$ cat src/rtl/bkvm_pkg.sv
package bkvm_pkg;

  localparam int KIND_W   = 2;
  localparam int KEY_W    = 32;
  localparam int BC_W     = 7;
  localparam int STATUS_W = 2;
  localparam int COUNT_W  = 9;

  // one key bit per remainder step over the whole key
  localparam int DIV_STEPS = KEY_W;
  localparam int STEP_W    = $clog2(DIV_STEPS);

  localparam logic [BC_W-1:0] BC_RESET = 7'd64;

  typedef enum logic [KIND_W-1:0] {
    KIND_ADD    = 2'd0,
    KIND_REMOVE = 2'd1,
    KIND_GET    = 2'd2
  } kind_t;

  typedef enum logic [STATUS_W-1:0] {
    ST_OK        = 2'd0,
    ST_DUPLICATE = 2'd1,
    ST_NOT_FOUND = 2'd2,
    ST_FULL      = 2'd3
  } status_t;

  typedef struct packed {
    logic load;
    logic div_step;
    logic rd_en;
    logic eval;
    logic out_load;
    logic clr_step;
  } bkvm_cmd_t;

  typedef struct packed {
    logic clr_last;
    logic out_free;
  } bkvm_stat_t;

endpackage

$ cat src/rtl/bkvm_ctrl.sv
module bkvm_ctrl (
  input  logic                  clk,
  input  logic                  rst,
  input  logic                  in_valid,
  output logic                  in_ready,
  input  bkvm_pkg::bkvm_stat_t  stat,
  output bkvm_pkg::bkvm_cmd_t   cmd
);
  import bkvm_pkg::*;

  typedef enum logic [2:0] {
    S_CLEAR,
    S_IDLE,
    S_DIV,
    S_READ,
    S_EVAL,
    S_OUT
  } state_t;

  state_t            state;
  logic [STEP_W-1:0] step;

  assign in_ready = (state == S_IDLE);

  always_comb begin
    cmd          = '0;
    cmd.clr_step = (state == S_CLEAR);
    cmd.load     = (state == S_IDLE) && in_valid;
    cmd.div_step = (state == S_DIV);
    cmd.rd_en    = (state == S_READ);
    cmd.eval     = (state == S_EVAL);
    cmd.out_load = (state == S_OUT) && stat.out_free;
  end

  always_ff @(posedge clk) begin
    if (rst) begin
      state <= S_CLEAR;
      step  <= '0;
    end else begin
      unique case (state)
        S_CLEAR: begin
          if (stat.clr_last) begin
            state <= S_IDLE;
          end
        end
        S_IDLE: begin
          if (in_valid) begin
            state <= S_DIV;
            step  <= '0;
          end
        end
        S_DIV: begin
          step <= step + STEP_W'(1);
          if (step == STEP_W'(DIV_STEPS - 1)) begin
            state <= S_READ;
          end
        end
        S_READ: state <= S_EVAL;
        S_EVAL: state <= S_OUT;
        S_OUT: begin
          if (stat.out_free) begin
            state <= S_IDLE;
          end
        end
        default: state <= S_IDLE;
      endcase
    end
  end

endmodule

$ cat config.mk
export PLATFORM = sky130hd
export DESIGN_NAME = bkvm_ctrl
export DESIGN_NICKNAME = d
export VERILOG_FILES = /design/src/rtl/bkvm_pkg.sv /design/src/rtl/bkvm_ctrl.sv
export SDC_FILE = /design/constraint.sdc
export NUM_CORES = 1
export LEC_CHECK = 0
export ABC_AREA = 1
export ABC_CLOCK_PERIOD_IN_PS = 1780
export BUFFER_PORTS_ARGS = -buffer_cell sky130_fd_sc_hd__buf_4
export CAP_MARGIN = 30
export CORE_MARGIN = 3
export CORE_UTILIZATION = 25
export DETAILED_ROUTE_END_ITERATION = 10
export GPL_TIMING_DRIVEN = 0
export PLACE_DENSITY = 0.47
export SLEW_MARGIN = 20
export SYNTH_ARGS = -nofsm -noshare
export SYNTH_HDL_FRONTEND = slang
export SYNTH_SLANG_ARGS = --single-unit
$ cat constraint.sdc
create_clock -name clk -period 1.78 [get_ports clk]
set_input_delay 0.089 -clock clk [delete_from_list [all_inputs] [get_ports clk]]
set_output_delay 0.089 -clock clk [all_outputs]
set_load 0.005 [all_outputs]
Word level (Yosys, flattened, before mapping)
Index checks and enable logic that the tools add are counted.
{"block": "word_totals", "regBits": 8, "in_bits": 5, "out_inout_bits": 7, "wordCells": 26}
{"block": "op_classes", "add_sub_neg": 1, "eq_ne": 10, "mux": 7, "reduce_logical": 6}
{"cell": "$pmux W3 S6", "n": 1}
{"cell": "$mux W3", "n": 4}
{"cell": "$pmux W5 S2", "n": 1}
{"cell": "$eq A3 B2 Y1 const B", "n": 2}
{"cell": "$eq A3 B3 Y1 const B", "n": 2}
{"cell": "$ne A2 B2 Y1 const B", "n": 3}
{"cell": "$add A5 B1 Y5 const B", "n": 1}
{"cell": "$eq A5 B5 Y1 const B", "n": 1}
{"cell": "$mux W5", "n": 1}
{"cell": "$reduce_and A4 Y1", "n": 1}
{"cell": "$eq A3 B1 Y1 const B", "n": 1}
{"cell": "$logic_not A3 Y1", "n": 1}
{"cell": "$logic_and A1 B1 Y1", "n": 2}
{"cell": "$ne A2 B1 Y1 const B", "n": 1}
{"cell": "$reduce_and A2 Y1", "n": 1}
{"cell": "$reduce_bool A2 Y1", "n": 1}

Longest topological paths before layout
Gate-level depths: netlist (run 1).
{"block": "depth", "ltp_word": 3, "depth_mapped": 9, "mapped_depth_nobuf": 9}

Least setup slack after synthesis (run 1)
Ideal clock, no wire load.
{"block": "synth_path", "path_kind": "flip-flop to flip-flop", "from": "register step[0]", "to": "register state[0]", "setup_ps": 119, "t_arrival_ps": 1131, "required_time_ps": 1661, "path_slack_ps": 531, "stages_incl_launch_ff": 10, "n_path_buf": 0, "synth_period_minus_slack_ps": 1249, "cell_sequence": "dfxtp_1 ha_1 inv_1 nor3_1 ha_1 inv_1 nand3_1 nand2_1 nor2_1 a21oi_1"}
{"block": "synth_via", "elab_chain_cells": 3}
{"item": "start: declaration", "line_no": "bkvm_ctrl.sv:21", "text": "logic [STEP_W-1:0] step;"}
{"item": "start signal: assignment", "line_no": "bkvm_ctrl.sv:53", "text": "step <= step + STEP_W'(1);"}
{"item": "$eq A5 B5 Y1", "line_no": "bkvm_ctrl.sv:54", "text": "if (step == STEP_W'(DIV_STEPS - 1)) begin"}
{"item": "$ne A2 B1 Y1 (no source line)"}
{"item": "$reduce_and A4 Y1 (no source line)"}
{"item": "end signal: assignment", "line_no": "bkvm_ctrl.sv:55", "text": "state <= S_READ;"}
{"item": "end signal: assignment", "line_no": "bkvm_ctrl.sv:58", "text": "S_READ: state <= S_EVAL;"}
{"item": "end signal: assignment", "line_no": "bkvm_ctrl.sv:59", "text": "S_EVAL: state <= S_OUT;"}
{"item": "end: declaration", "line_no": "bkvm_ctrl.sv:20", "text": "state_t state;"}
Every way passes these cells.
A chain may end at the register's enable or synchronous reset.

Final worst setup path (run 1)
Same ends and word-level chain as after synthesis.

==> results by group, run 1 <==
Floorplanning
  – Die ar.: 0.002399 mm2
  – Width of the die: 48.98 um
  – Initial Util: 0.2865
  – Die Y: 48.98 um
  – IO Count: 12
  – Std-Cell Rows: 14
  – Core area: 0.001612 mm2

Yosys
  – Top cell type's share of synthesized area: 0.3469
  – Mapped Nets: 74
  – Yosys warns: 0
  – Synth Instances: between 60 and 70
  – Register area share after synthesis: 0.3469
  – Post-synth EDFFs: 0
  – Dominant synthesized flop cell: dfxtp_1
  – Area leader, netlist: dfxtp_1
  – Synth async-reset ratio: 0
  – Post-synthesis cell type count: 20
  – Area of the mapped netlist: 461.7 um2
  – Post-synthesis register bit count: 8
  – Synth area leaders: dfxtp_1 35%, nand3_1 8.7%, inv_1 8.1%, a21oi_1 7.6%, nor2_1 7.3%
  – Syn avg cell area: between 6 and 7 um2

GRT
  – Routing usage on met2: 0.1267
  – Largest net degree at the start of global routing: 9
  – Busiest grt layer: met2
  – First-pass GRT wire length: 1704 um
  – M1 GR Usage: 0.1176
  – Initial antenna violation count: 0
  – Met3 GRT Util: 0.02752
  – Total grt overflow: 0
  – Vias in the first global route: 404
  – Gr usage total: 0.09195

Clock tree
  – Num CTS Buffers: 3
  – Skew-Pair Late Insertion Delay: 260 ps
  – CTS clk-pin slew, worst paths: 60 ps
  – CTS root buf: clkbuf_4
  – CTS Buffer Depth: 2
  – Postcts setup bufs: 0
  – H-tree depth: 1
  – Clock sink total: 8
  – Cts hold-fix bufs: 0
  – PostCTS Resize Cnt: 0
  – TritonCTS clock tree: built

Critical path
  – Max FO, Critical Path: 4
  – Worst path required time: approximately 1900 ps
  – Crit end category: flip-flop
  – CP arrival: 1520 ps
  – Class of the most critical setup path: flip-flop to flip-flop
  – Reg2reg setup slack: 400 ps
  – Worst Reg-to-Reg Cells: 9
  – Crit start category: flip-flop

Drt
  – Antenna-violating nets left: 0
  – DR WL/cell: between 9 and 10 um
  – Via count: 454
  – DRT iter0 DRCs: 9
  – # DRC: 0
  – Routed vias/inst: 4.324
  – Detailed Routing Iterations Pass 1: 4
  – Drt total wl: 993 um

Power
  – Switching portion of total power: 0.2995
  – Total power: 0.0004445 W
  – PD cells: 744.8 mW/mm2
  – Pleak: 0.2788 nW
  – Internal power: about 0.00031 W
  – Combinational share of power: 0.235
  – Switch Pwr: 0.0001331 W
  – Peak supply drop: 0.3218 mV
  – Reg power frac: 0.451
  – Clock Power Share: 0.314

Flow run
  – Maxcap violations: 0

Placed design
  – Placed cells: between 100 and 150
  – Placed inst area: ~570 um2
  – Final Wtd Congestion: 0.7546
  – DP HPWL: roughly 780 um
  – PortBufs: 11

Timing
  – Setup TNS Final: 0 ps
  – Endpoints failing setup: 0
  – Fin Clk Skew: 10.08 ps
  – RSZ-0062 raised after global routing: false
  – Max transition margin: 0.8448
  – Final period util: 0.7767
  – Fin. Hold Viols: 0
  – Slew Viols, Final: 0
  – FMAX: 723.3 MHz
  – Worst slew pin tran: 230.7 ps
  – Min Tclk post-route: 1383 ps

Finish
  – Post-route cell area: slightly below 600 um2
  – Area growth, synth to finish: 29.27%
  – Total Nets Final: 90
  – Ant. Diodes: 0
  – Fin util: 0.3703
  – Layout cells sized above 1: 0.2840
  – Final cell count without fillers: 105

Worst hold path
  – Worst hold path cell count: 2
  – Worst Hold Class: primary input to flip-flop

Status
  – Outcome: finished clean
[sequential cells by signal, indices dropped and copies added (netlist names)]
name	flops
state	3
step	5
[worst max-delay path: stages, from the launching register on]
cell and delay, ps:
dfxtp_1 370, ha_1 180, inv_1 60, nor3_1 150, ha_1 170, inv_1 40
nand3_1 80, nand2_1 60, nor2_1 90, a21oi_1 60
[per-layer routing]
layer / vias up / wire length [um]
met5: - / 0
met4: 0 / 26
met3: 4 / 55
met2: 12 / 411
met1: 191 / 499
li1: 247 / -
[metrics by stage]
stage                     setup WS, ps  hold WS (ps)
after detailed placement         400.3         302.6
after CTS                        393.3         37.97
after global placement           435.9         307.3
final                            397.4         41.07
after global routing             234.0         44.31
after floorplan                  530.5         151.4
[area by class of cell]
type	count	area (um2)
Inverter	13	50.05
Fill cell	186	1015
Tap cell	24	30.03
Multi-Input combinational cell	46	251.5
Timing Repair Buffer	11	82.58
Sequential cell	8	160.2
Clock buffer	3	22.52
[Yosys cell counts (2+ instances only)]
cell type	instances
inv_1	10
nor2_1	9
dfxtp_1	8
nand2_1	8
nand3_1	8
a21oi_1	7
ha_1	2
inv_2	2
o21ai_0	2
[cells by family (layout without fill, tap and decap cells)]
group           count (synthesis)  count (layout)  share of synthesized area
compound gates                 11              11                     0.1355
buf+inv                        13              27                     0.1084
fa+ha+maj                       2               2                    0.05419
simple gates                   33              33                     0.3550
flops                           8               8                     0.3469
[worst paths after layout]
| kind | from | endpoint |
|---|---|---|
| worst max-delay path | step[0] | state[0] |
| worst min-delay path | rst | step[4] |
| worst max register to register | step[0] | state[0] |
| worst min register to register | step[3] | step[3] |
[power by group through the flow]
stage                      logic, W  registers (W)  clock network, W
final                      0.000104       0.000200          0.000140
after global routing       0.000119       0.000202          0.000156
after CTS                  0.000107       0.000200          0.000144
after detailed placement   0.000106       0.000204                 0
after global placement     0.000106       0.000205                 0
after floorplan           0.0000628       0.000202                 0
[cell usage in the layout, fill, tap and decap left out]
cell type,n
clkinv_2,1
nand3b_1,1
o21ai_0,2
ha_1,2
nand3_1,8
nand4_1,1
nor2_2,1
inv_1,10
nand2_1,8
buf_4,11
inv_2,2
a21oi_2,1
a21oi_1,7
nand2_4,1
clkbuf_4,3
nor2_1,9
dfxtp_1,8
nand2_2,1
nor2_4,1
nor4_1,1
o21ai_2,1
nor3_1,1
(Power assumes the default switching activity.)
==> run 2, diff against run 1 <==
--- a/config.mk
+++ b/config.mk
@@ -6,7 +6,7 @@
 export NUM_CORES = 1
 export LEC_CHECK = 0
 export ABC_AREA = 1
-export ABC_CLOCK_PERIOD_IN_PS = 1780
+export ABC_CLOCK_PERIOD_IN_PS = 1300
 export BUFFER_PORTS_ARGS = -buffer_cell sky130_fd_sc_hd__buf_4
 export CAP_MARGIN = 30
 export CORE_MARGIN = 3
==> constraint.sdc (replaced) <==
create_clock -name clk -period 1.3 [get_ports clk]
set_input_delay 0.065 -clock clk [delete_from_list [all_inputs] [get_ports clk]]
set_output_delay 0.065 -clock clk [all_outputs]
set_load 0.005 [all_outputs]
==> run 2 against run 1 <==
The flow now finishes with violations (setup timing). First-iteration DRC count grew 44%. Clock power grew 34%. Via count grew 5.1%. Critical path depth is the same. Sequential power grew 39%. Worst hold slack lost 23 ps. Global-route usage grew 0.32 points. Clock-buffer cell count is the same. Worst setup slack lost 410 ps. Utilization grew 6.4 points. Critical path type unchanged.
==> results by group, run 2 (synthesis gave the netlist of run 1 again) <==
Power
  – Peak supply drop: between 0.4 and 0.5 mV
  – Pleak: 0.3289 nW
  – PD cells: 899.2 mW/mm2

Timing
  – Endpoints failing setup: 1
  – Final period util: 1.008
  – Worst slew pin tran: 233.7 ps
  – Fin Clk Skew: just under 9 ps
  – Worst hold margin: 17.71 ps
  – Min Tclk post-route: 1311 ps
  – RSZ-0062 raised after global routing: true
  – FMAX: around 760 MHz
  – Setup TNS Final: -10.82 ps
  – Fin. Hold Viols: 0
  – Slew Viols, Final: 0
  – Max transition margin: 0.8428
  – Final WS setup: -10.82 ps

Floorplanning
  – Std-Cell Rows: 14
  – Die ar.: 0.002399 mm2
  – Initial Util: 0.2865
  – IO Count: 12
  – Width of the die: 48.98 um
  – Die Y: slightly below 50 um
  – Core area: between 0.0015 and 0.002 mm2

Finish
  – Max reg flops: 5
  – Layout cells sized above 1: 0.4598
  – Most common cell after layout, fill and taps aside: buf_4
  – Most frequent cells in the layout: 16 x buf_4, 9 x nor2_1, 8 x nand2_1, 8 x inv_1
  – Area growth, synth to finish: 51.49%
  – Area of the multi-input gates: 282.8 um2
  – Fin util: 0.4340
  – Total Nets Final: between 90 and 100
  – Register area: 168.9 um2
  – Fillers: 176
  – Top Registers: step (5), state (3)
  – Post-route cell area: about 700 um2
  – Largest register by flop count: step
  – Ant. Diodes: 0

Critical path
  – Critical-path cell list: ha_4 -> inv_4 -> nor3_4 -> ha_2 -> inv_2 -> nand3_2 -> nand2_1 -> nor2_1 -> a21oi_1
  – CP delay by family, top: flip-flops
  – CP max-delay cell: dfxtp_2
  – Max FO, Critical Path: 3
  – Buf+Inv Stages, Crit Path: 2
  – CP arrival: 1440 ps
  – Crit start category: flip-flop
  – Max incr delay on CP: 360 ps
  – Crit end category: flip-flop
  – Class of the most critical setup path: flip-flop to flip-flop
  – Worst path required time: 1430 ps

Drt
  – Detailed Routing Iterations Pass 1: 4
  – Via count: 477
  – DRT iter0 DRCs: 13
  – DR WL/cell: 9.495 um
  – Drt total wl: 1054 um
  – # DRC: 0
  – Routed vias/inst: roughly 4.3
  – Antenna-violating nets left: 0

GRT
  – Initial antenna violation count: 0
  – Total grt overflow: 0
  – Vias in the first global route: 415
  – First-pass GRT wire length: 1773 um
  – Gr usage total: 0.09515
  – Largest net degree at the start of global routing: 9

Clock tree
  – TritonCTS clock tree: built
  – Clock sink total: 8
  – Num CTS Buffers: 3
  – Skew-Pair Late Insertion Delay: ~250 ps
  – Cts hold-fix bufs: 0
  – CTS root buf: clkbuf_4
  – CTS clk-pin slew, worst paths: 60 ps
  – CTS Buffer Depth: 2
  – H-tree depth: 1

Flow run
  – Maxcap violations: 0

Placed design
  – DP HPWL: 784.2 um
  – Pre-CTS WS: -79.75 ps
  – PortBufs: 11
  – Placed inst area: 574.3 um2
  – Final Wtd Congestion: between 0.7 and 0.8

Status
  – Failing checks: setup timing
  – Outcome: finished with violations

Worst hold path
  – Worst Hold Class: primary input to flip-flop
-- run 2: cell count changes in the layout (fill, tap and decap cells not counted), sizes merged --
cell	change
buf	+6
-- run 2: worst reg2reg max path, stage by stage (launching register included) --
cell and delay (ps):
dfxtp_2 360, ha_4 150, inv_4 40, nor3_4 160
ha_2 190, inv_2 30, nand3_2 60, nand2_1 50
nor2_1 80, a21oi_1 70
-- run 2: power by group --
group | total [W] | internal [W] | switching (W)
sequential | 0.000278 | 0.000260 | 0.0000185
combinational | 0.000163 | 0.0000781 | 0.0000847
clock | 0.000188 | 0.000106 | 0.0000822
-- run 2: layout make-up --
cell class	count	share of cell area
Multi-Input combinational cell	46	0.4043
Sequential cell	8	0.2415
Timing Repair Buffer	17	0.2004
Inverter	13	0.07871
Tap cell	24	0.04293
Clock buffer	3	0.03220
-- run 2: routing by layer --
metal | global-route usage | vias to the layer above | share of wire
met5 | 0 | - | 0
met4 | 0.07109 | 0 | 0.0095
met3 | 0.02752 | 2 | 0.041
met2 | 0.1312 | 8 | 0.46
met1 | 0.1232 | 210 | 0.49
li1 | - | 257 | -
-- run 2: repair_timing --
item,in CTS,in global routing
gates resized for setup,4,12
endpoints found under the setup margin,2,3
buffers inserted,3,3
pin swaps,1,8
-- run 2: worst paths after layout --
| kind | start | endpoint | slack (ps) | depth (start not counted) |
|---|---|---|---|---|
| max | step[1] | state[0] | -10 | 9 |
| min | rst | step[1] | 20 | 2 |
| max reg2reg | step[1] | state[0] | -10 | 9 |
| min reg2reg | step[0] | step[0] | 460 | 1 |
-- run 2: stage by stage --
step                      total power, W  std cells
after floorplan                0.0003626         67
after detailed placement       0.0004242        102
after CTS                      0.0006280        108
final                          0.0006290        111
after global routing           0.0006772        111
after global placement         0.0004258        102
==> run 3, diff against run 2 <==
--- a/config.mk
+++ b/config.mk
@@ -11,9 +11,11 @@
 export CAP_MARGIN = 30
 export CORE_MARGIN = 3
 export CORE_UTILIZATION = 25
+export CTS_CLUSTER_DIAMETER = 40
 export DETAILED_ROUTE_END_ITERATION = 10
 export GPL_TIMING_DRIVEN = 0
 export PLACE_DENSITY = 0.47
+export SETUP_SLACK_MARGIN = 0.4
 export SLEW_MARGIN = 20
 export SYNTH_ARGS = -nofsm -noshare
 export SYNTH_HDL_FRONTEND = slang
==> run 3 against run 2 <==
The flow still finishes with violations (setup timing). Maximum frequency rose by 0.56%. Register-to-register slack barely moved. Worst hold slack improved by 6.4 ps. Power increased by 33%. Clock power up 3%. Global-route usage up 2.7 points. Cell area up 48%. Sequential share of layout area is 7.3 points lower.
==> results by group, run 3 (synthesis gave the netlist of run 1 again) <==
GRT
  – Gr usage total: 0.1224
  – Vias in the first global route: 519
  – Initial antenna violation count: 0
  – Total grt overflow: 0
  – Largest net degree at the start of global routing: 7
  – First-pass GRT wire length: about 2200 um

Finish
  – Ant. Diodes: 0
  – Top Registers: step (5), state (3)
  – Area of the multi-input gates: 392.9 um2
  – Max reg flops: 5
  – Layout cells sized above 1: 0.7714
  – Most frequent cells in the layout: 17 x buf_4, 16 x buf_6, 7 x a21oi_2
  – Largest register by flop count: step
  – Most common cell after layout, fill and taps aside: buf_4
  – Area growth, synth to finish: 124.7%
  – Final cell count without fillers: 129
  – Register area: about 180 um2
  – Fillers: 142
  – Total Nets Final: roughly 110

Status
  – Failing checks: setup timing
  – Outcome: finished with violations

Critical path
  – CP delay by family, top: simple AND/OR/NAND/NOR gates
  – Max incr delay on CP: about 350 ps
  – Max FO, Critical Path: 2
  – CP arrival: approximately 1400 ps
  – Buf+Inv Stages, Crit Path: 2
  – Worst path required time: 1440 ps
  – Class of the most critical setup path: flip-flop to flip-flop
  – CP max-delay cell: dfxtp_2
  – Crit start category: flip-flop
  – Crit end category: flip-flop
  – Critical-path cell list: ha_4 -> inv_2 -> nor3_2 -> ha_2 -> inv_2 -> nand3_2 -> nand2_1 -> nor2_1 -> a21oi_1
  – Cell mode on critical path: inv_2

Power
  – Total power: 0.0008390 W
  – Pleak: 0.4371 nW
  – PD cells: about 800 mW/mm2
  – Peak supply drop: a little over 0.5 mV

Drt
  – Via count: 581
  – Antenna-violating nets left: 0
  – DR WL/cell: 12.84 um
  – # DRC: 0
  – Detailed Routing Iterations Pass 1: 4
  – Drt total wl: between 1500 and 2000 um
  – Routed vias/inst: 4.504
  – DRT iter0 DRCs: 7

Floorplanning
  – Die Y: 48.98 um
  – Core area: about 0.0016 mm2
  – Std-Cell Rows: 14
  – Width of the die: 48.98 um
  – IO Count: 12
  – Die ar.: 0.002399 mm2
  – Initial Util: 0.2865

Timing
  – Endpoints failing setup: 1
  – Fin Clk Skew: just over 5 ps
  – Slew Viols, Final: 0
  – Max transition margin: 0.8363
  – Worst slew pin tran: 243.0 ps
  – Final period util: 1.003
  – RSZ-0062 raised after global routing: true
  – Min Tclk post-route: about 1300 ps
  – FMAX: 767.2 MHz
  – Final WS setup: -3.512 ps
  – Setup TNS Final: -3.512 ps
  – Fin. Hold Viols: 0

Clock tree
  – Num CTS Buffers: 3
  – CTS root buf: clkbuf_4
  – Clock sink total: 8
  – Cts hold-fix bufs: 0
  – CTS clk-pin slew, worst paths: ~60 ps
  – H-tree depth: 1
  – Skew-Pair Late Insertion Delay: ~260 ps
  – CTS Buffer Depth: 2
  – TritonCTS clock tree: built

Placed design
  – PortBufs: 11
  – Pre-CTS WS: 8.155 ps
  – DP HPWL: approximately 800 um
  – Final Wtd Congestion: 0.7382
  – Placed cells: 102

Flow run
  – Maxcap violations: 0

Worst hold path
  – Worst Hold Class: primary input to flip-flop
-- run 3: cell types whose count changed in the layout (fill, tap and decap cells not counted), sizes merged --
cell	before	now
inv	12	11
buf	17	35
clkinv	1	2
-- run 3: area by class of cell --
cell class | count | share of cell area
Sequential cell | 8 | 0.1689
Tap cell | 24 | 0.02895
Inverter | 13 | 0.06635
Multi-Input combinational cell | 46 | 0.3788
Timing Repair Buffer | 35 | 0.3353
Clock buffer | 3 | 0.02171
-- run 3: metal layers --
metal | part of all wire | wire length, um | vias up | track usage
met5 | 0 | 0 | - | 0
met4 | 0.024 | 40 | 0 | 0.04265
met3 | 0.045 | 74 | 4 | 0.05810
met2 | 0.56 | 921 | 14 | 0.2081
met1 | 0.37 | 620 | 271 | 0.1319
li1 | - | - | 292 | -
-- run 3: worst reg2reg max path, delay by kind of cell (launching register included) --
| family | cells | cell delay [ps] |
|---|---|---|
| AO/OA/AOI/OAI | 1 | 80 |
| adder cells (fa/ha/maj) | 2 | 330 |
| buffers and inverters | 2 | 70 |
| flip-flops | 1 | 350 |
| AND/OR/NAND/NOR | 4 | 360 |
-- run 3: worst paths after layout --
check	start	endpoint	slack [ps]	cells past startpoint
setup reg to reg	step[1]	state[0]	-4	9
setup / recovery	step[1]	state[0]	-4	9
hold / removal	rst	state[1]	20	2
hold reg to reg	step[3]	step[3]	470	2
-- run 3: power breakdown --
group	leakage [nW]	internal [W]	switching (W)
clock	0.0138	0.000106	0.0000876
sequential	0.0685	0.000260	0.0000270
combinational	0.355	0.000192	0.000166
total	0.437	0.000558	0.000281
-- run 3: metrics by stage --
step	hold WS, ps	util	area, um2
2_1_floorplan	126.7	-	484.2
3_3_place_gp	286.9	0.3703	596.8
3_5_place_dp	284.2	0.3703	596.8
4_1_cts	10.01	0.5272	849.6
5_1_grt	21.48	0.6436	1037
6_report	24.07	0.6436	1037
-- run 3: timing repair --
| action | in CTS | in global routing |
|---|---|---|
| pin swaps | 12 | 14 |
| buffers inserted | 14 | 10 |
| endpoints found under the setup margin | 15 | 15 |
| gates resized for setup | 34 | 30 |
